**src/hw/rtl/hkle_pkg.sv**
```systemverilog
`timescale 1ns / 1ps

package hkle_pkg;

  // Report kinds and key codes
  localparam logic [1:0] KIND_PRESS    = 2'd2;
  localparam logic [7:0] KEY_NONE      = 8'd0;
  localparam logic [7:0] KEY_ENTER     = 8'd40;
  localparam logic [7:0] KEY_BACKSPACE = 8'd42;
  localparam logic [7:0] CHAR_NONE     = 8'h00;
  localparam logic [7:0] CHAR_SLASH    = 8'h2F;
  localparam int         CHUNK_CHARS   = 8;

  // Work items passed from the front end to the line engine
  typedef enum logic [1:0] {
    OP_CHAR,
    OP_ENTER,
    OP_BKSP
  } key_op_kind_t;

  typedef struct packed {
    key_op_kind_t kind;
    logic [7:0]   ch;
  } key_op_t;

  // Line engine states
  typedef enum logic [1:0] {
    BK_IDLE,
    BK_ADDR,
    BK_DATA,
    BK_OUT
  } back_state_t;

  // Unshifted character for a key code; zero where the key has no character
  function automatic logic [7:0] plain_char(input logic [7:0] code);
    logic [7:0] c;
    c = CHAR_NONE;
    if (code >= 8'd4 && code <= 8'd29) begin
      c = code + 8'h5D;
    end else if (code >= 8'd30 && code <= 8'd38) begin
      c = code + 8'h13;
    end else begin
      case (code)
        8'd39:   c = 8'h30;
        8'd44:   c = 8'h20;
        8'd45:   c = 8'h2D;
        8'd46:   c = 8'h3D;
        8'd47:   c = 8'h5B;
        8'd48:   c = 8'h5D;
        8'd49:   c = 8'h3F;
        8'd50:   c = 8'h5C;
        8'd51:   c = 8'h3B;
        8'd52:   c = 8'h27;
        8'd53:   c = 8'h7E;
        8'd54:   c = 8'h2C;
        8'd55:   c = 8'h2E;
        8'd56:   c = CHAR_SLASH;
        default: c = CHAR_NONE;
      endcase
    end
    return c;
  endfunction

  // Shifted character for a key code; zero where the key has no character
  function automatic logic [7:0] shift_char(input logic [7:0] code);
    logic [7:0] c;
    c = CHAR_NONE;
    if (code >= 8'd4 && code <= 8'd29) begin
      c = code + 8'h3D;
    end else begin
      case (code)
        8'd30:   c = 8'h21;
        8'd31:   c = 8'h40;
        8'd32:   c = 8'h23;
        8'd33:   c = 8'h24;
        8'd34:   c = 8'h25;
        8'd35:   c = 8'h5E;
        8'd36:   c = 8'h26;
        8'd37:   c = 8'h2A;
        8'd38:   c = 8'h28;
        8'd39:   c = 8'h29;
        8'd44:   c = 8'h20;
        8'd45:   c = 8'h5F;
        8'd46:   c = 8'h2B;
        8'd47:   c = 8'h7B;
        8'd48:   c = 8'h7D;
        8'd49:   c = 8'h3F;
        8'd50:   c = 8'h7C;
        8'd51:   c = 8'h3A;
        8'd52:   c = 8'h22;
        8'd53:   c = 8'h7E;
        8'd54:   c = 8'h3C;
        8'd55:   c = 8'h3E;
        8'd56:   c = 8'h3F;
        default: c = CHAR_NONE;
      endcase
    end
    return c;
  endfunction

endpackage

```
**src/hw/rtl/hkle_front.sv**
```systemverilog
`timescale 1ns / 1ps

module hkle_front #(
  parameter int KEYS_PER_REPORT = 6
) (
  input  logic                clk,
  input  logic                rst,
  input  logic                report_valid,
  output logic                report_ready,
  input  logic [1:0]          kind,
  input  logic [7:0]          modifiers,
  input  logic [5:0][7:0]     keys_in,
  output logic                push,
  output hkle_pkg::key_op_t   push_op,
  input  logic                full
);

  localparam int IDX_W = (KEYS_PER_REPORT > 1) ? $clog2(KEYS_PER_REPORT) : 1;
  localparam logic [IDX_W-1:0] LAST_SLOT = IDX_W'(KEYS_PER_REPORT - 1);

  logic                 busy;
  logic [IDX_W-1:0]     slot;
  logic                 shift;
  logic [7:0]           keys [KEYS_PER_REPORT];

  logic [7:0]           code;
  logic [7:0]           ch;
  logic                 has_op;
  logic                 advance;
  logic                 accept;

  assign report_ready = !busy;
  assign accept       = report_valid && report_ready;

  // Classify the key in the current slot
  always_comb begin
    code          = keys[slot];
    ch            = shift ? hkle_pkg::shift_char(code) : hkle_pkg::plain_char(code);
    has_op        = 1'b0;
    push_op.kind  = hkle_pkg::OP_CHAR;
    push_op.ch    = ch;
    if (code == hkle_pkg::KEY_ENTER) begin
      has_op       = 1'b1;
      push_op.kind = hkle_pkg::OP_ENTER;
    end else if (code == hkle_pkg::KEY_BACKSPACE) begin
      has_op       = 1'b1;
      push_op.kind = hkle_pkg::OP_BKSP;
    end else if (hkle_pkg::plain_char(code) != hkle_pkg::CHAR_NONE) begin
      has_op       = 1'b1;
    end
  end

  // Skip empty slots; wait on a full queue
  assign push    = busy && has_op && !full;
  assign advance = busy && (!has_op || !full);

  // Latch the report and walk its slots
  always_ff @(posedge clk) begin
    if (rst) begin
      busy <= 1'b0;
      slot <= '0;
    end else if (accept) begin
      busy <= (kind == hkle_pkg::KIND_PRESS);
      slot <= '0;
    end else if (advance) begin
      if (slot == LAST_SLOT) begin
        busy <= 1'b0;
      end
      slot <= slot + IDX_W'(1);
    end
  end

  // Hold the report payload
  always_ff @(posedge clk) begin
    if (accept) begin
      shift <= modifiers[1] | modifiers[5];
      for (int i = 0; i < KEYS_PER_REPORT; i++) begin
        keys[i] <= keys_in[i];
      end
    end
  end

endmodule

```
**src/hw/rtl/hkle_queue.sv**
```systemverilog
`timescale 1ns / 1ps

module hkle_queue (
  input  logic              clk,
  input  logic              rst,
  input  logic              push,
  input  hkle_pkg::key_op_t push_op,
  output logic              full,
  input  logic              pop,
  output hkle_pkg::key_op_t pop_op,
  output logic              empty
);

  localparam int DEPTH = 4;
  localparam int PTR_W = $clog2(DEPTH);

  hkle_pkg::key_op_t entries [DEPTH];
  logic [PTR_W-1:0]  wr_ptr;
  logic [PTR_W-1:0]  rd_ptr;
  logic [PTR_W:0]    fill;

  assign full   = (fill == (PTR_W+1)'(DEPTH));
  assign empty  = (fill == '0);
  assign pop_op = entries[rd_ptr];

  // Advance pointers and track the fill level
  always_ff @(posedge clk) begin
    if (rst) begin
      wr_ptr <= '0;
      rd_ptr <= '0;
      fill   <= '0;
    end else begin
      if (push) begin
        wr_ptr <= wr_ptr + PTR_W'(1);
      end
      if (pop) begin
        rd_ptr <= rd_ptr + PTR_W'(1);
      end
      if (push && !pop) begin
        fill <= fill + (PTR_W+1)'(1);
      end else if (pop && !push) begin
        fill <= fill - (PTR_W+1)'(1);
      end
    end
  end

  // Store the pushed op
  always_ff @(posedge clk) begin
    if (push) begin
      entries[wr_ptr] <= push_op;
    end
  end

endmodule

```
**src/hw/rtl/hkle_back.sv**
```systemverilog
`timescale 1ns / 1ps

module hkle_back #(
  parameter int LINE_CAPACITY = 64
) (
  input  logic              clk,
  input  logic              rst,
  input  hkle_pkg::key_op_t pop_op,
  input  logic              empty,
  output logic              pop,
  output logic              chunk_valid,
  input  logic              chunk_ready,
  output logic [63:0]       line_chunk,
  output logic [3:0]        chunk_bytes,
  output logic [6:0]        line_length,
  output logic              last
);

  localparam int PTR_W = $clog2(LINE_CAPACITY);
  localparam int CNT_W = $clog2(LINE_CAPACITY + 1);
  localparam int SUM_W = CNT_W + 1;
  localparam logic [PTR_W-1:0] LAST_PTR = PTR_W'(LINE_CAPACITY - 1);
  localparam logic [CNT_W-1:0] CAP_CNT  = CNT_W'(LINE_CAPACITY);
  localparam logic [SUM_W-1:0] CAP_SUM  = SUM_W'(LINE_CAPACITY);
  localparam logic [3:0]       CHUNK_N  = 4'(hkle_pkg::CHUNK_CHARS);

  hkle_pkg::back_state_t state, state_next;

  logic [7:0]       mem [LINE_CAPACITY];
  logic [7:0]       mem_q;

  logic [CNT_W-1:0] count, count_next;
  logic [PTR_W-1:0] head, head_next;
  logic             typing, typing_next;
  logic [PTR_W-1:0] rptr, rptr_next;
  logic [CNT_W-1:0] remaining, remaining_next;
  logic [3:0]       nbytes, nbytes_next;
  logic [63:0]      chunk, chunk_next;
  logic             last_r, last_next;

  logic             we;
  logic [PTR_W-1:0] waddr;
  logic             re;
  logic [SUM_W-1:0] tail_sum;
  logic             take_char;
  logic [CNT_W+6:0] len_ext;

  // Tail position of the ring: head plus count, wrapped once
  always_comb begin
    tail_sum = SUM_W'(head) + SUM_W'(count);
    if (tail_sum >= CAP_SUM) begin
      tail_sum = tail_sum - CAP_SUM;
    end
    waddr = tail_sum[PTR_W-1:0];
  end

  assign take_char = typing || (pop_op.ch == hkle_pkg::CHAR_SLASH);

  // Next state
  always_comb begin
    state_next = state;
    case (state)
      hkle_pkg::BK_IDLE: begin
        if (!empty && pop_op.kind == hkle_pkg::OP_ENTER && typing) begin
          state_next = (count == '0) ? hkle_pkg::BK_OUT : hkle_pkg::BK_ADDR;
        end
      end
      hkle_pkg::BK_ADDR: begin
        state_next = hkle_pkg::BK_DATA;
      end
      hkle_pkg::BK_DATA: begin
        if (remaining == '0 || nbytes + 4'd1 == CHUNK_N) begin
          state_next = hkle_pkg::BK_OUT;
        end else begin
          state_next = hkle_pkg::BK_ADDR;
        end
      end
      hkle_pkg::BK_OUT: begin
        if (chunk_ready) begin
          state_next = last_r ? hkle_pkg::BK_IDLE : hkle_pkg::BK_ADDR;
        end
      end
      default: state_next = hkle_pkg::BK_IDLE;
    endcase
  end

  // Datapath and handshake outputs
  always_comb begin
    count_next     = count;
    head_next      = head;
    typing_next    = typing;
    rptr_next      = rptr;
    remaining_next = remaining;
    nbytes_next    = nbytes;
    chunk_next     = chunk;
    last_next      = last_r;
    pop            = 1'b0;
    we             = 1'b0;
    re             = 1'b0;
    case (state)
      hkle_pkg::BK_IDLE: begin
        pop = !empty;
        if (!empty) begin
          case (pop_op.kind)
            hkle_pkg::OP_CHAR: begin
              // Append; a full line drops its oldest character
              if (take_char) begin
                we          = 1'b1;
                typing_next = 1'b1;
                if (count == CAP_CNT) begin
                  head_next = (head == LAST_PTR) ? '0 : head + PTR_W'(1);
                end else begin
                  count_next = count + CNT_W'(1);
                end
              end
            end
            hkle_pkg::OP_BKSP: begin
              if (typing && count != '0) begin
                count_next = count - CNT_W'(1);
              end
            end
            hkle_pkg::OP_ENTER: begin
              if (typing) begin
                rptr_next      = head;
                remaining_next = count;
                nbytes_next    = '0;
                chunk_next     = '0;
                last_next      = (count == '0);
              end
            end
            default: begin
            end
          endcase
        end
      end
      hkle_pkg::BK_ADDR: begin
        // Read one character of the line
        re             = 1'b1;
        rptr_next      = (rptr == LAST_PTR) ? '0 : rptr + PTR_W'(1);
        remaining_next = remaining - CNT_W'(1);
      end
      hkle_pkg::BK_DATA: begin
        // Pack the read character into the chunk
        chunk_next[nbytes[2:0]*8 +: 8] = mem_q;
        nbytes_next                   = nbytes + 4'd1;
        last_next                     = (remaining == '0);
      end
      hkle_pkg::BK_OUT: begin
        if (chunk_ready) begin
          if (last_r) begin
            count_next  = '0;
            head_next   = '0;
            typing_next = 1'b0;
          end else begin
            nbytes_next = '0;
            chunk_next  = '0;
          end
        end
      end
      default: begin
      end
    endcase
  end

  // Control registers
  always_ff @(posedge clk) begin
    if (rst) begin
      state  <= hkle_pkg::BK_IDLE;
      count  <= '0;
      head   <= '0;
      typing <= 1'b0;
    end else begin
      state  <= state_next;
      count  <= count_next;
      head   <= head_next;
      typing <= typing_next;
    end
  end

  // Emission payload registers
  always_ff @(posedge clk) begin
    rptr      <= rptr_next;
    remaining <= remaining_next;
    nbytes    <= nbytes_next;
    chunk     <= chunk_next;
    last_r    <= last_next;
  end

  // Line store: one write port, one registered read port
  always_ff @(posedge clk) begin
    if (we) begin
      mem[waddr] <= pop_op.ch;
    end
    if (re) begin
      mem_q <= mem[rptr];
    end
  end

  assign len_ext     = (CNT_W+7)'(count);
  assign chunk_valid = (state == hkle_pkg::BK_OUT);
  assign line_chunk  = chunk;
  assign chunk_bytes = nbytes;
  assign line_length = len_ext[6:0];
  assign last        = last_r;

endmodule

```
**src/hw/rtl/hid_keyboard_line_editor.sv**
```systemverilog
`timescale 1ns / 1ps
// Channel   Handshake                  Payload
// report    report_valid/report_ready  kind, modifiers, key_0..key_5
// chunk     chunk_valid/chunk_ready    line_chunk, chunk_bytes, line_length, last
//
// A press report walks one slot per cycle while the 4-deep op queue has room; no new
// report is taken before its last slot; any other report frees the port at once.
// The line engine stores a character or handles backspace while idle; on enter it reads
// each character via an address and a data state (one store read port) into chunk beats.
// Reset clears the line, typing mode and both handshakes; the store needs no clearing.
// A stalled chunk holds the engine while the front end fills the queue up to full.

module hid_keyboard_line_editor #(
  parameter int LINE_CAPACITY   = 64,
  parameter int KEYS_PER_REPORT = 6
) (
  input  logic        clk,
  input  logic        rst,
  input  logic        report_valid,
  output logic        report_ready,
  input  logic [1:0]  kind,
  input  logic [7:0]  modifiers,
  input  logic [7:0]  key_0,
  input  logic [7:0]  key_1,
  input  logic [7:0]  key_2,
  input  logic [7:0]  key_3,
  input  logic [7:0]  key_4,
  input  logic [7:0]  key_5,
  output logic        chunk_valid,
  input  logic        chunk_ready,
  output logic [63:0] line_chunk,
  output logic [3:0]  chunk_bytes,
  output logic [6:0]  line_length,
  output logic        last
);

  logic [5:0][7:0]   keys_in;
  logic              push;
  logic              full;
  logic              pop;
  logic              empty;
  hkle_pkg::key_op_t push_op;
  hkle_pkg::key_op_t pop_op;

  assign keys_in = {key_5, key_4, key_3, key_2, key_1, key_0};

  // Classify reports into key ops
  hkle_front #(
    .KEYS_PER_REPORT (KEYS_PER_REPORT)
  ) u_front (
    .clk          (clk),
    .rst          (rst),
    .report_valid (report_valid),
    .report_ready (report_ready),
    .kind         (kind),
    .modifiers    (modifiers),
    .keys_in      (keys_in),
    .push         (push),
    .push_op      (push_op),
    .full         (full)
  );

  // Decouple front end and line engine
  hkle_queue u_queue (
    .clk     (clk),
    .rst     (rst),
    .push    (push),
    .push_op (push_op),
    .full    (full),
    .pop     (pop),
    .pop_op  (pop_op),
    .empty   (empty)
  );

  // Edit the line and emit chunks
  hkle_back #(
    .LINE_CAPACITY (LINE_CAPACITY)
  ) u_back (
    .clk         (clk),
    .rst         (rst),
    .pop_op      (pop_op),
    .empty       (empty),
    .pop         (pop),
    .chunk_valid (chunk_valid),
    .chunk_ready (chunk_ready),
    .line_chunk  (line_chunk),
    .chunk_bytes (chunk_bytes),
    .line_length (line_length),
    .last        (last)
  );

endmodule

```
**config.mk**
```make
export PLATFORM = sky130hd
export DESIGN_NAME = hid_keyboard_line_editor
export DESIGN_NICKNAME = d
export VERILOG_FILES = /design/src/hw/rtl/hkle_pkg.sv /design/src/hw/rtl/hkle_front.sv /design/src/hw/rtl/hkle_queue.sv /design/src/hw/rtl/hkle_back.sv /design/src/hw/rtl/hid_keyboard_line_editor.sv
export SDC_FILE = /design/constraint.sdc
export NUM_CORES = 1
export LEC_CHECK = 0
export BUFFER_PORTS_ARGS = -buffer_cell sky130_fd_sc_hd__clkbuf_2
export CAP_MARGIN = 20
export CORE_UTILIZATION = 35
export DETAILED_ROUTE_END_ITERATION = 7
export PLACE_DENSITY = 0.5
export SKIP_LAST_GASP = 1
export SLEW_MARGIN = 10
export SYNTH_ARGS = -nofsm -noshare
export SYNTH_HDL_FRONTEND = slang
export SYNTH_SLANG_ARGS = --single-unit
```
**constraint.sdc**
```tcl
create_clock -name clk -period 7.4 [get_ports clk]
set_input_delay 0.74 -clock clk [delete_from_list [all_inputs] [get_ports clk]]
set_output_delay 0.74 -clock clk [all_outputs]
set_load 0.03 [all_outputs]
```
== Yosys cells after proc, flatten, opt, wreduce, memory -nomap -nowiden ==
Memory sizes are Yosys's and may differ from the RTL's. A register that Yosys moved wholly into a read port is not among the register bits.
Index checks and enable logic that the tools add are counted.
Storage, ports and cells
  register bits: 110
  bits in latches: 0
  bits in writable memories: 600
  ROM bits: 1344
  output and inout port bits: 78
  word-level logic and storage cells: 211
  memories: 6
Operators by class
  $add $sub $neg: 17
  $mul: 0
  div/mod/pow operators: 0
  magnitude comparators: 5
  equality and inequality tests: 29
  shift operators: 2
  mux-type cells: 92
  bitwise operators: 1
  reductions and logical operators: 44
Memory list
  u_back.mem: words 64, width 8, rd ports 1, clocked after Yosys merged registers in 1, wr ports 1, line hkle_back.sv:29  | logic [7:0] mem [LINE_CAPACITY];
  (name not given): words 64, width 7, rd ports 1, clocked after Yosys merged registers in 0, wr ports 0, line hkle_pkg.sv:71  | case (code)
  (name not given): words 64, width 7, rd ports 1, clocked after Yosys merged registers in 0, wr ports 0, line hkle_pkg.sv:43  | case (code)
  (name not given): words 64, width 7, rd ports 1, clocked after Yosys merged registers in 0, wr ports 0, line hkle_pkg.sv:43
  u_front.keys: words 6, width 8, rd ports 1, clocked after Yosys merged registers in 1, wr ports 6, line hkle_front.sv:24  | logic [7:0] keys [KEYS_PER_REPORT];
  u_queue.entries: words 4, width 10, rd ports 1, clocked after Yosys merged registers in 1, wr ports 1, line hkle_queue.sv:17  | hkle_pkg::key_op_t entries [DEPTH];
Operators by type and width (count)
  two-way mux 64 bit: 5
  case mux 64 bit (3 select lines): 1
  two-way mux 8 bit: 11
  two-way mux 6 bit: 12
  bitwise mux 64 bit: 1
  variable shift 8 x 34 -> 64 bit, first input constant: 1
  variable part select 8 x 34 -> 64 bit: 1
  two-way mux 7 bit: 9
  case mux 7 bit (2 select lines): 3
  negation 6 -> 34 bit: 1
  two-way mux 1 bit: 27
  equality test 8 x 6 -> 1 bit, second input constant: 3
  case mux 6 bit (2 select lines): 2
  two-way mux 4 bit: 5
  two-way mux 2 bit: 8
  zero test 7 bit: 2
  != test 2 x 1 -> 1 bit, second input constant: 7
  subtractor 7 x 1 -> 7 bit, second input constant: 2
  adder 6 x 1 -> 6 bit, second input constant: 2
  equality test 6 bit, second input constant: 2
  two-way mux 3 bit: 4
  case mux 4 bit (3 select lines): 1
  AND reduction 6 bit: 2
  nonzero test 2 bit: 6
  other kinds (39): 72

== Logic depth before layout (Yosys ltp) ==
Gate-level depths: netlist of the first run.
  depth after elaboration: 16
  gate-level depth with buffers: 19

== By module ==
From an unflattened synthesis of the first run, not the netlist that was laid out.
Second synthesis, totals
  cells, all modules: 1969
  area, all modules: 30747.0 um^2
Modules (own cells, without submodules)
  hkle_back: times used 1, cells each 1564, area an instance 25391.9 um^2, sequential area each 18397.6 um^2
  hkle_front: times used 1, cells each 309, area an instance 3483.3 um^2, sequential area each 1611.5 um^2
  hkle_queue: times used 1, cells each 96, area an instance 1871.8 um^2, sequential area each 1381.3 um^2

== Least setup slack after synthesis of the first run ==
Ideal clock, no wire load.
  kind: reg2reg
  start: register with a tool-made name
  end: register u_back.nbytes[0], in the netlist u_back.chunk_bytes[0], enable pin
  data arrival time: 4877 ps
  slack: 2005 ps
  cell stages (with the launch flop): 6
  buffers on the path: 1
  clock period less this slack: 5395 ps
  cells stage by stage: dfxtp_1 -> buf_2 -> mux4_2 -> nor4bb_1 -> nor3_1 -> a21oi_1
RTL lines
  end signal, assigned: line hkle_back.sv:184  | nbytes <= nbytes_next;
  end, declared: line hkle_back.sv:37  | logic [3:0] nbytes, nbytes_next;

==> metrics.md, run 1 <==
| Metric | Value |
|---|---|
| Status | finished clean |
| Post_cts resized | 0 |
| Reg2reg setup slack | ~2000 ps |
| Final Cycle Share | 0.725 |
| Post-Syn Area | 30400 um2 |
| Area leader, netlist | edfxtp_1 |
| Slew Limit Fails | 0 |
| CP Capture Type | flop |
| Total GRT Usage | 0.165 |
| Vias per inst | approximately 5.1 |
| FMAX | 187 MHz |
| DP Wirelength | 44.5 mm |
| R2r endpoint | u_queue.fill[2] |
| Post-route antenna net violation count | 0 |
| FP Rows | approximately 110 |
| Synth Warn # | 0 |
| N_diodes | 0 |
| Power Dens Cells | 303 nW/um2 |
| CTS Buf Count | 77 |
| WHS Path Cells | 1 |
| DRC viols | 0 |
| Area Growth Syn to Fin | 14.2% |
| Clock Path Buffers | 3 |
| First-pass GRT wire length | roughly 110 mm |
| P_leak | about 12 nW |
| Setup WS post-layout | 2040 ps |
| Die extent in x | 297 um |
| Clk_skew | 21.2 ps |
| Boundary pin count | 140 |
| Area of the multi-input gates | 8520 um2 |
| Leading cell type in the layout, fill and taps excluded | edfxtp_1 |
| Port bufs | 133 |
| Routed via count | 16.8k |
| Share of the synthesized area in the top cell type | 0.683 |
| Htree depth | 3 |
| Post-synth EDFFs | 691 |
| Setup Buffers After CTS | 0 |
| Vias in the first global route | 16.9k |
| #FFs+latches synth | 723 |
| CP required | 7920 ps |
| Layout cell share with drive strength beyond 1 | 0.190 |
| Most frequent cells in the layout | edfxtp_1, nor2_1, mux2i_1 |
| Slew headroom | 0.381 |
| WP data arrival | 5880 ps |
| Hold crit path type | in2reg |
| MaxCap Viol Count | 0 |
| Top_reg_cell synth | edfxtp_1 |
| VDD IR-drop max | 0.171 mV |
| Slew @ Worst Pin | ~930 ps |
| Post-CTS Hold Buffers | 0 |
| Clock slew seen by the registers of the worst setup and hold paths | approximately 60 ps |
| Min-Delay Endpoint | u_front.keys[0][3] |
| Final core occ | 0.406 |
| CP max FO | 19 |
| Critical path type | reg2reg |
| Die span in y | 297 um |
| Sum Neg Setup Slack | 0 ps |
| Post-synthesis cell count | 1934 |
| WL/cell | 22.3 um |
| Sequential fraction of the synthesis area | 0.704 |
| WL final | between 70 and 80 mm |
| Netlist cell types | slightly below 70 |
| Initial antenna violation count | 0 |
| Asr flop ratio synth | 0 |
| Sequential Area | 21400 um2 |
| R2R cell count | 13 |
| Hold Vio Cnt, Final | 0 |
| Layout net count | 2170 |
| CP startpoint kind | flop |
| CTS tree | built |
| Worst slack at placement | 2010 ps |
| Area contributors post-synth | edfxtp_1, mux4_2, mux2i_1 |
| Mapped Avg Cell Area | 15.7 um2 |
| Initial drt markers | 1381 |
| CTS Root Cell | clkbuf_16 |
| Die footprint | a little under 90000 um2 |
| Final worst path period need | 5360 ps |
| GRT overflow | 0 |
| Initial Utilization | 0.355 |
| Largest net degree at the start of global routing | 98 |
| RSZ-0062 raised after global routing | false |
| Finish-stage setup viols | 0 |
| Clk sinks | roughly 720 |
| Hold_sp | key_0[3] |
| Core area | about 86000 um2 |
| 1st-pass router iterations | 7 |
| Clk_lat worst skew | between 600 and 700 ps |
| FILL cells | 7717 |
| GPL Wtd Cong | 0.824 |
## per-stage QoR
stage          total power [mW]  instance area, um2  cells  hold WS (ps)
2_1_floorplan              6.25               30400   1937           457
3_3_place_gp               6.89               32300   3133           500
3_5_place_dp               6.94               32300   3133           499
4_1_cts                    10.6               34700   3268           270
5_1_grt                    10.9               34700   3269           277
6_report                   10.5               34700   3269           313
## flip-flops by register name, indices dropped and copies added (netlist names), 2 cells and up, named ones only
signal	flops
u_queue.wr_ptr	2
u_queue.entries	40
u_queue.fill	3
u_back.state	2
u_front.slot	3
u_back.rptr	6
u_back.remaining	7
u_back.line_chunk	64
u_back.mem_q	8
u_back.mem	512
u_front.keys	48
u_back.chunk_bytes	4
u_back.line_length	7
u_back.head	6
u_queue.rd_ptr	2
## final cells by class
cell class | count | share of cell area
timing repair buffer | 152 | 0.0240
clock buffer | 97 | 0.0601
sequential | 723 | 0.616
tap | 1144 | 0.0413
clock inverter | 38 | 0.00905
multi-input combinational | 1082 | 0.245
inverter | 33 | 0.00357
## Yosys cell counts, types with 3 or more instances
cell type	count
buf_2	3
fa_1	3
a211oi_1	4
inv_1	31
and3b_1	3
nand4_1	4
xor2_1	17
mux4_2	89
buf_1	9
nor2_1	205
edfxtp_1	691
nand2b_1	5
dfxtp_1	32
mux2i_1	148
a31oi_1	8
buf_6	3
or3_1	3
xnor2_1	22
ha_1	36
and3_1	6
clkbuf_1	83
o221ai_1	35
nand3_1	23
mux2_2	41
o21ai_0	61
nor2b_1	4
a21o_1	11
and2_1	6
nor3b_1	3
nand2_1	121
or2_2	5
nor3_1	18
a21oi_1	119
o211ai_1	4
o22ai_1	32
## cell families (layout without fill, tap and decap cells)
group	count (synthesis)	count (layout)	share of synthesized area
AOI/OAI and AO/OA	304	304	0.0620
muxes	280	280	0.131
other	1	4	0.000123
xor gates and xnor gates	39	39	0.0112
DFF	723	723	0.704
buffers and inverters	132	320	0.0173
adders and majority gates	39	39	0.0168
and+or+nand+nor	416	416	0.0580
## layer usage
metal  share of wire  global-route usage
met2            0.49               0.277
met1            0.44               0.222
met5               0                   0
met3           0.040              0.0270
met4           0.024              0.0459
## report_power, final
part / internal [mW] / switching [mW]
Sequential: 4.96 / 0.113
Clock: 2.14 / 1.55
Combinational: 0.513 / 1.23
## worst max-delay path by stage
stage	from	to	slack [ps]	cells past startpoint
floorplan	flop	u_back.chunk_bytes[0]	2010	5
global placement	flop	u_queue.fill[2]	2120	13
detailed placement	flop	u_queue.fill[2]	2010	13
CTS	flop	u_queue.fill[2]	1980	13
global route	flop	u_queue.fill[2]	1630	13
finish	flop	u_queue.fill[2]	2040	13
## critical path, stage by stage, from the launching register on
cell,delay [ps]
dfxtp_1,850
mux4_2,660
mux2i_2,710
inv_2,260
or3_1,420
a31oi_1,320
a32oi_1,300
a31oi_2,410
ha_1,270
inv_1,70
fa_1,370
xor2_1,170
or3_1,300
a21oi_1,150
No activity file was read; power rests on OpenSTA's default activity.
==> inputs of run 2 (changes only) <==
==> constraint.sdc (replaced) <==
create_clock -name clk -period 5.6 [get_ports clk]
set_input_delay 0.56 -clock clk [delete_from_list [all_inputs] [get_ports clk]]
set_output_delay 0.56 -clock clk [all_outputs]
set_load 0.03 [all_outputs]
==> run 2 against run 1 <==
Against the previous run: sequential share of layout area decreased by 0.43 points; wire length increased by 1.8%; sequential power increased by 32%; non-clock buffer count increased by 20; register-to-register slack got worse by 1500 ps; total power increased by 34%; maximum frequency increased by 7.0%.
==> metrics.md, run 2 (synthesis gave the netlist of run 1 again) <==
| Metric | Value |
|---|---|
| Hold Vio Cnt, Final | 0 |
| Clk_skew | about 23 ps |
| DRC viols | 0 |
| Area Growth Syn to Fin | 15.0% |
| Hold crit path type | in2reg |
| Post-route antenna net violation count | 0 |
| GRT overflow | 0 |
| CP required | 6130 ps |
| Slew @ Worst Pin | 997 ps |
| Setup WS post-layout | 588 ps |
| Leading cell type in the layout, fill and taps excluded | edfxtp_1 |
| RSZ-0062 raised after global routing | false |
| Setup Buffers After CTS | 0 |
| Port bufs | 133 |
| Initial drt markers | 1305 |
| Clk_lat worst skew | between 600 and 700 ps |
| Die extent in x | 297 um |
| N_diodes | 0 |
| FILL cells | 7821 |
| Most frequent cells in the layout | edfxtp_1, nor2_1, mux2i_1 |
| Largest net degree at the start of global routing | 99 |
| Layout net count | about 2.2k |
| Layout cell share with drive strength beyond 1 | 0.197 |
| MaxCap Viol Count | 0 |
| GPL Wtd Cong | 0.830 |
| Initial antenna violation count | 0 |
| Initial Utilization | 0.355 |
| Final Cycle Share | 0.895 |
| P_leak | between 10 and 15 nW |
| WP data arrival | roughly 5500 ps |
| Post_cts resized | 0 |
| FP Rows | 107 |
| Routed via count | approximately 17k |
| First-pass GRT wire length | 109 mm |
| Total GRT Usage | 0.168 |
| FMAX | ~200 MHz |
| Sum Neg Setup Slack | 0 ps |
| Core area | 85500 um2 |
| WL/cell | 22.5 um |
| Htree depth | 3 |
| Slew Limit Fails | 0 |
| CP Capture Type | flop |
| Clock slew seen by the registers of the worst setup and hold paths | 60 ps |
| Clk sinks | 723 |
| Power Dens Cells | 404 nW/um2 |
| 1st-pass router iterations | 5 |
| Worst slack at placement | 586 ps |
| Die footprint | 88000 um2 |
| Clock Path Buffers | 3 |
| Power Total | 14.1 mW |
| Slew headroom | 0.335 |
| Post-CTS Hold Buffers | 0 |
| CTS Root Cell | clkbuf_16 |
| Vias per inst | 5.15 |
| Boundary pin count | 140 |
| WL final | roughly 74 mm |
| Finish-stage setup viols | 0 |
| Largest register FFs | 512 |
| VDD IR-drop max | 0.235 mV |
| CP max FO | 8 |
| CTS tree | built |
| Vias in the first global route | 17.2k |
| Critical path type | reg2reg |
| DP Wirelength | around 46 mm |
| Hold WS | 125 ps |
| Status | finished clean |
| Top reg by flops | u_back.mem |
| Final worst path period need | 5010 ps |
| CP startpoint kind | flop |
| Die span in y | a little under 300 um |
| CTS Buf Count | 78 |
## run 2: changes by cell type in the layout (fill, tap and decap cells not counted), moves of 2 or more
cell	previous run	this run
clkinvlp_4	5	2
clkinv_8	2	0
bufinv_16	4	9
clkinv_4	0	2
clkinv_1	16	20
buf_4	17	37
clkbuf_16	81	79
## run 2: final timing paths
path | startpoint | endpoint | slack, ps | cells past startpoint
max | flop | u_queue.fill[2] | 590 | 17
min | key_5[6] | u_front.keys[5][6] | 130 | 1
max reg2reg | flop | u_queue.fill[2] | 590 | 17
min reg2reg | u_back.typing | u_back.typing | 510 | 2
## run 2: power breakdown
group	switching, mW	internal, mW
registers	0.155	6.55
logic	1.64	0.685
clock network	2.08	3.01
## run 2: worst max-delay path, stage by stage (launching register included)
cell      delay, ps
dfxtp_1         560
mux2_2          380
mux4_2          590
inv_1           200
ha_1            240
inv_1            70
a211oi_1        200
a21o_1          140
a21boi_0        110
or4_1           510
o211a_1         200
a31oi_2         400
ha_1            260
inv_1            70
fa_1            380
xor2_1          180
or3_1           300
a21oi_1         140
## run 2: layout make-up
class                   instances  area, um2  area share
inverters                      33        124     0.00354
clock buffers                  95       2040      0.0583
clock inverters                47        475      0.0136
flip-flops and latches        723      21400       0.612
well taps                    1144       1430      0.0410
multi-input cells            1082       8510       0.244
repair buffers                172        975      0.0279
## run 2: metal layers
layer | track usage | up-vias | part of all wire
met5 | 0 | - | 0
met4 | 0.0547 | 0 | 0.026
met3 | 0.0274 | 126 | 0.047
met2 | 0.285 | 435 | 0.50
met1 | 0.221 | 8588 | 0.43
li1 | - | 7831 | -
## run 2: per-stage QoR
stage / instance area (um2) / instances / util
detailed placement: 32400 / 3154 / 0.379
global placement: 32400 / 3153 / 0.379
CTS: 34900 / 3296 / 0.408
finish: 34900 / 3296 / 0.408
global route: 34900 / 3296 / 0.408
floorplan: 30400 / 1937 / -
==> inputs of run 3 (changes only) <==
--- a/config.mk
+++ b/config.mk
@@ -7,9 +7,11 @@
 export LEC_CHECK = 0
 export BUFFER_PORTS_ARGS = -buffer_cell sky130_fd_sc_hd__clkbuf_2
 export CAP_MARGIN = 20
+export CELL_PAD_IN_SITES_DETAIL_PLACEMENT = 1
+export CELL_PAD_IN_SITES_GLOBAL_PLACEMENT = 1
 export CORE_UTILIZATION = 35
 export DETAILED_ROUTE_END_ITERATION = 7
-export PLACE_DENSITY = 0.5
+export PLACE_DENSITY = 0.57
 export SKIP_LAST_GASP = 1
 export SLEW_MARGIN = 10
 export SYNTH_ARGS = -nofsm -noshare
==> constraint.sdc (replaced) <==
create_clock -name clk -period 4.95 [get_ports clk]
set_input_delay 0.495 -clock clk [delete_from_list [all_inputs] [get_ports clk]]
set_output_delay 0.495 -clock clk [all_outputs]
set_load 0.03 [all_outputs]
==> run 3 against run 2 <==
Against the previous run: non-clock buffer count rose by 53; global-route usage rose by 0.84 points; maximum frequency rose by 7.3%; largest cell class unchanged; highest routed layer unchanged; final area rose by 1.0%; critical path type unchanged.
==> metrics.md, run 3 (synthesis gave the netlist of run 1 again) <==
| Metric | Value |
|---|---|
| Status | finished clean |
| FP Rows | 107 |
| Critical path type | reg2reg |
| Vias in the first global route | 18.5k |
| CTS Buf Count | 78 |
| Routed via count | 17.3k |
| Worst slack at placement | 254 ps |
| Htree depth | 3 |
| Hold Vio Cnt, Final | 0 |
| Hold crit path type | in2reg |
| Share of power burned in registers | 0.477 |
| DP Wirelength | 48.9 mm |
| Top reg by flops | u_back.mem |
| VDD IR-drop max | ~0.32 mV |
| Final Cycle Share | 0.944 |
| Post-CTS Hold Buffers | 1 |
| Largest register FFs | 512 |
| Net Sw Frac | 0.279 |
| CP max FO | 11 |
| Clk_lat worst skew | around 630 ps |
| CP Capture Type | flop |
| Power Dens Cells | 450 nW/um2 |
| Vias per inst | roughly 5.2 |
| Clock Path Buffers | 3 |
| FMAX | 214 MHz |
| Worst setup endpoint | u_queue.fill[2] |
| Slew @ Worst Pin | 1020 ps |
| Port bufs | 133 |
| Die extent in x | 297 um |
| Initial antenna violation count | 0 |
| Clk_skew | 24.1 ps |
| Power Total | 15.9 mW |
| Boundary pin count | 140 |
| Die span in y | between 200 and 300 um |
| N_diodes | 0 |
| RSZ-0062 raised after global routing | false |
| Slew headroom | 0.323 |
| Clock group share of total power | 0.354 |
| Post-route antenna net violation count | 0 |
| R2r endpoint | u_queue.fill[2] |
| NetSw | between 4 and 5 mW |
| Final worst path period need | 4670 ps |
| CTS Root Cell | clkbuf_16 |
| Final core occ | 0.413 |
| Finish-stage setup viols | 0 |
| GPL Wtd Cong | ~0.84 |
| DRC viols | 0 |
| Largest net degree at the start of global routing | 71 |
| Setup Buffers After CTS | 0 |
| Final design area excluding fillers | ~35000 um2 |
| WL/cell | 23.1 um |
| Most frequent cells in the layout | edfxtp_1, nor2_1, mux2i_1 |
| Total GRT Usage | 0.177 |
| Sum Neg Setup Slack | 0 ps |
| MaxCap Viol Count | 0 |
| Setup WS post-layout | 278 ps |
| Initial drt markers | 1160 |
| Pint | about 11 mW |
| Die footprint | a little under 90000 um2 |
| 1st-pass router iterations | 6 |
| Initial Utilization | 0.355 |
| CP required | around 5500 ps |
| Clock slew seen by the registers of the worst setup and hold paths | 60 ps |
| Layout cell share with drive strength beyond 1 | 0.213 |
| Area Growth Syn to Fin | 16.2% |
| P_leak | around 12 nW |
| Layout net count | 2244 |
| First-pass GRT wire length | 116 mm |
| GRT overflow | 0 |
| Clk sinks | 723 |
| Total placed instance area | between 30000 and 40000 um2 |
| Slew Limit Fails | 0 |
| WP data arrival | 5220 ps |
| Core area | 85500 um2 |
| Reg2reg setup slack | 280 ps |
| Logic pwr share | 0.170 |
| R2R cell count | 14 |
| Leading cell type in the layout, fill and taps excluded | edfxtp_1 |
| CTS tree | built |
| WL final | 77.2 mm |
| Post_cts resized | 0 |
| CP startpoint kind | flop |
-- run 3: final cells by class --
cell class                      instances  area [um2]
Tap cell                             1144        1430
Fill cell                            8575       50200
Timing Repair Buffer                  225        1400
Clock inverter                         34         350
Inverter                               33         124
Sequential cell                       723       21400
Multi-Input combinational cell       1082        8510
Clock buffer                          106        2100
-- run 3: worst max-delay path: stages (launching register included) --
cell     delay, ps
dfxtp_1        440
buf_4          240
mux2_2         350
mux4_2         620
ha_1           300
or4_1          550
a31oi_1        360
a32oi_1        230
a31oi_2        200
ha_1           220
inv_1           60
fa_1           380
xor2_1         180
or3_1          310
a21oi_1        150
-- run 3: how the worst min path moves through the flow --
stage	startpoint	endpoint	slack (ps)	depth (start not counted)
after floorplan	u_back.typing	u_back.typing	460	2
after global placement	u_back.typing	u_back.typing	480	2
after detailed placement	u_back.typing	u_back.typing	500	2
after CTS	key_5[4]	u_front.keys[5][4]	4	1
after global routing	key_5[3]	u_front.keys[5][3]	3	1
final	key_5[4]	u_front.keys[5][4]	40	1
-- run 3: routing by layer --
metal  track usage  routed length, um  up-vias
met4        0.0464               1730        0
met2         0.306              39200      328
met3        0.0275               2820      109
met1         0.230              33400     8982
met5             0                  0        -
li1              -                  -     7922
-- run 3: power groups by stage --
stage / Sequential (mW) / Clock (mW) / Combinational [mW]
floorplan: 7.78 / 0 / 1.55
global placement: 7.70 / 0 / 2.67
detailed placement: 7.71 / 0 / 2.74
CTS: 7.59 / 5.78 / 2.76
global route: 7.61 / 6.00 / 2.92
finish: 7.58 / 5.62 / 2.70
-- run 3: stage by stage --
stage	instances	hold WS, ps
3_3_place_gp	3205	484
6_report	3347	44.4
3_5_place_dp	3205	497
2_1_floorplan	1937	457
5_1_grt	3347	3.27
4_1_cts	3346	3.95
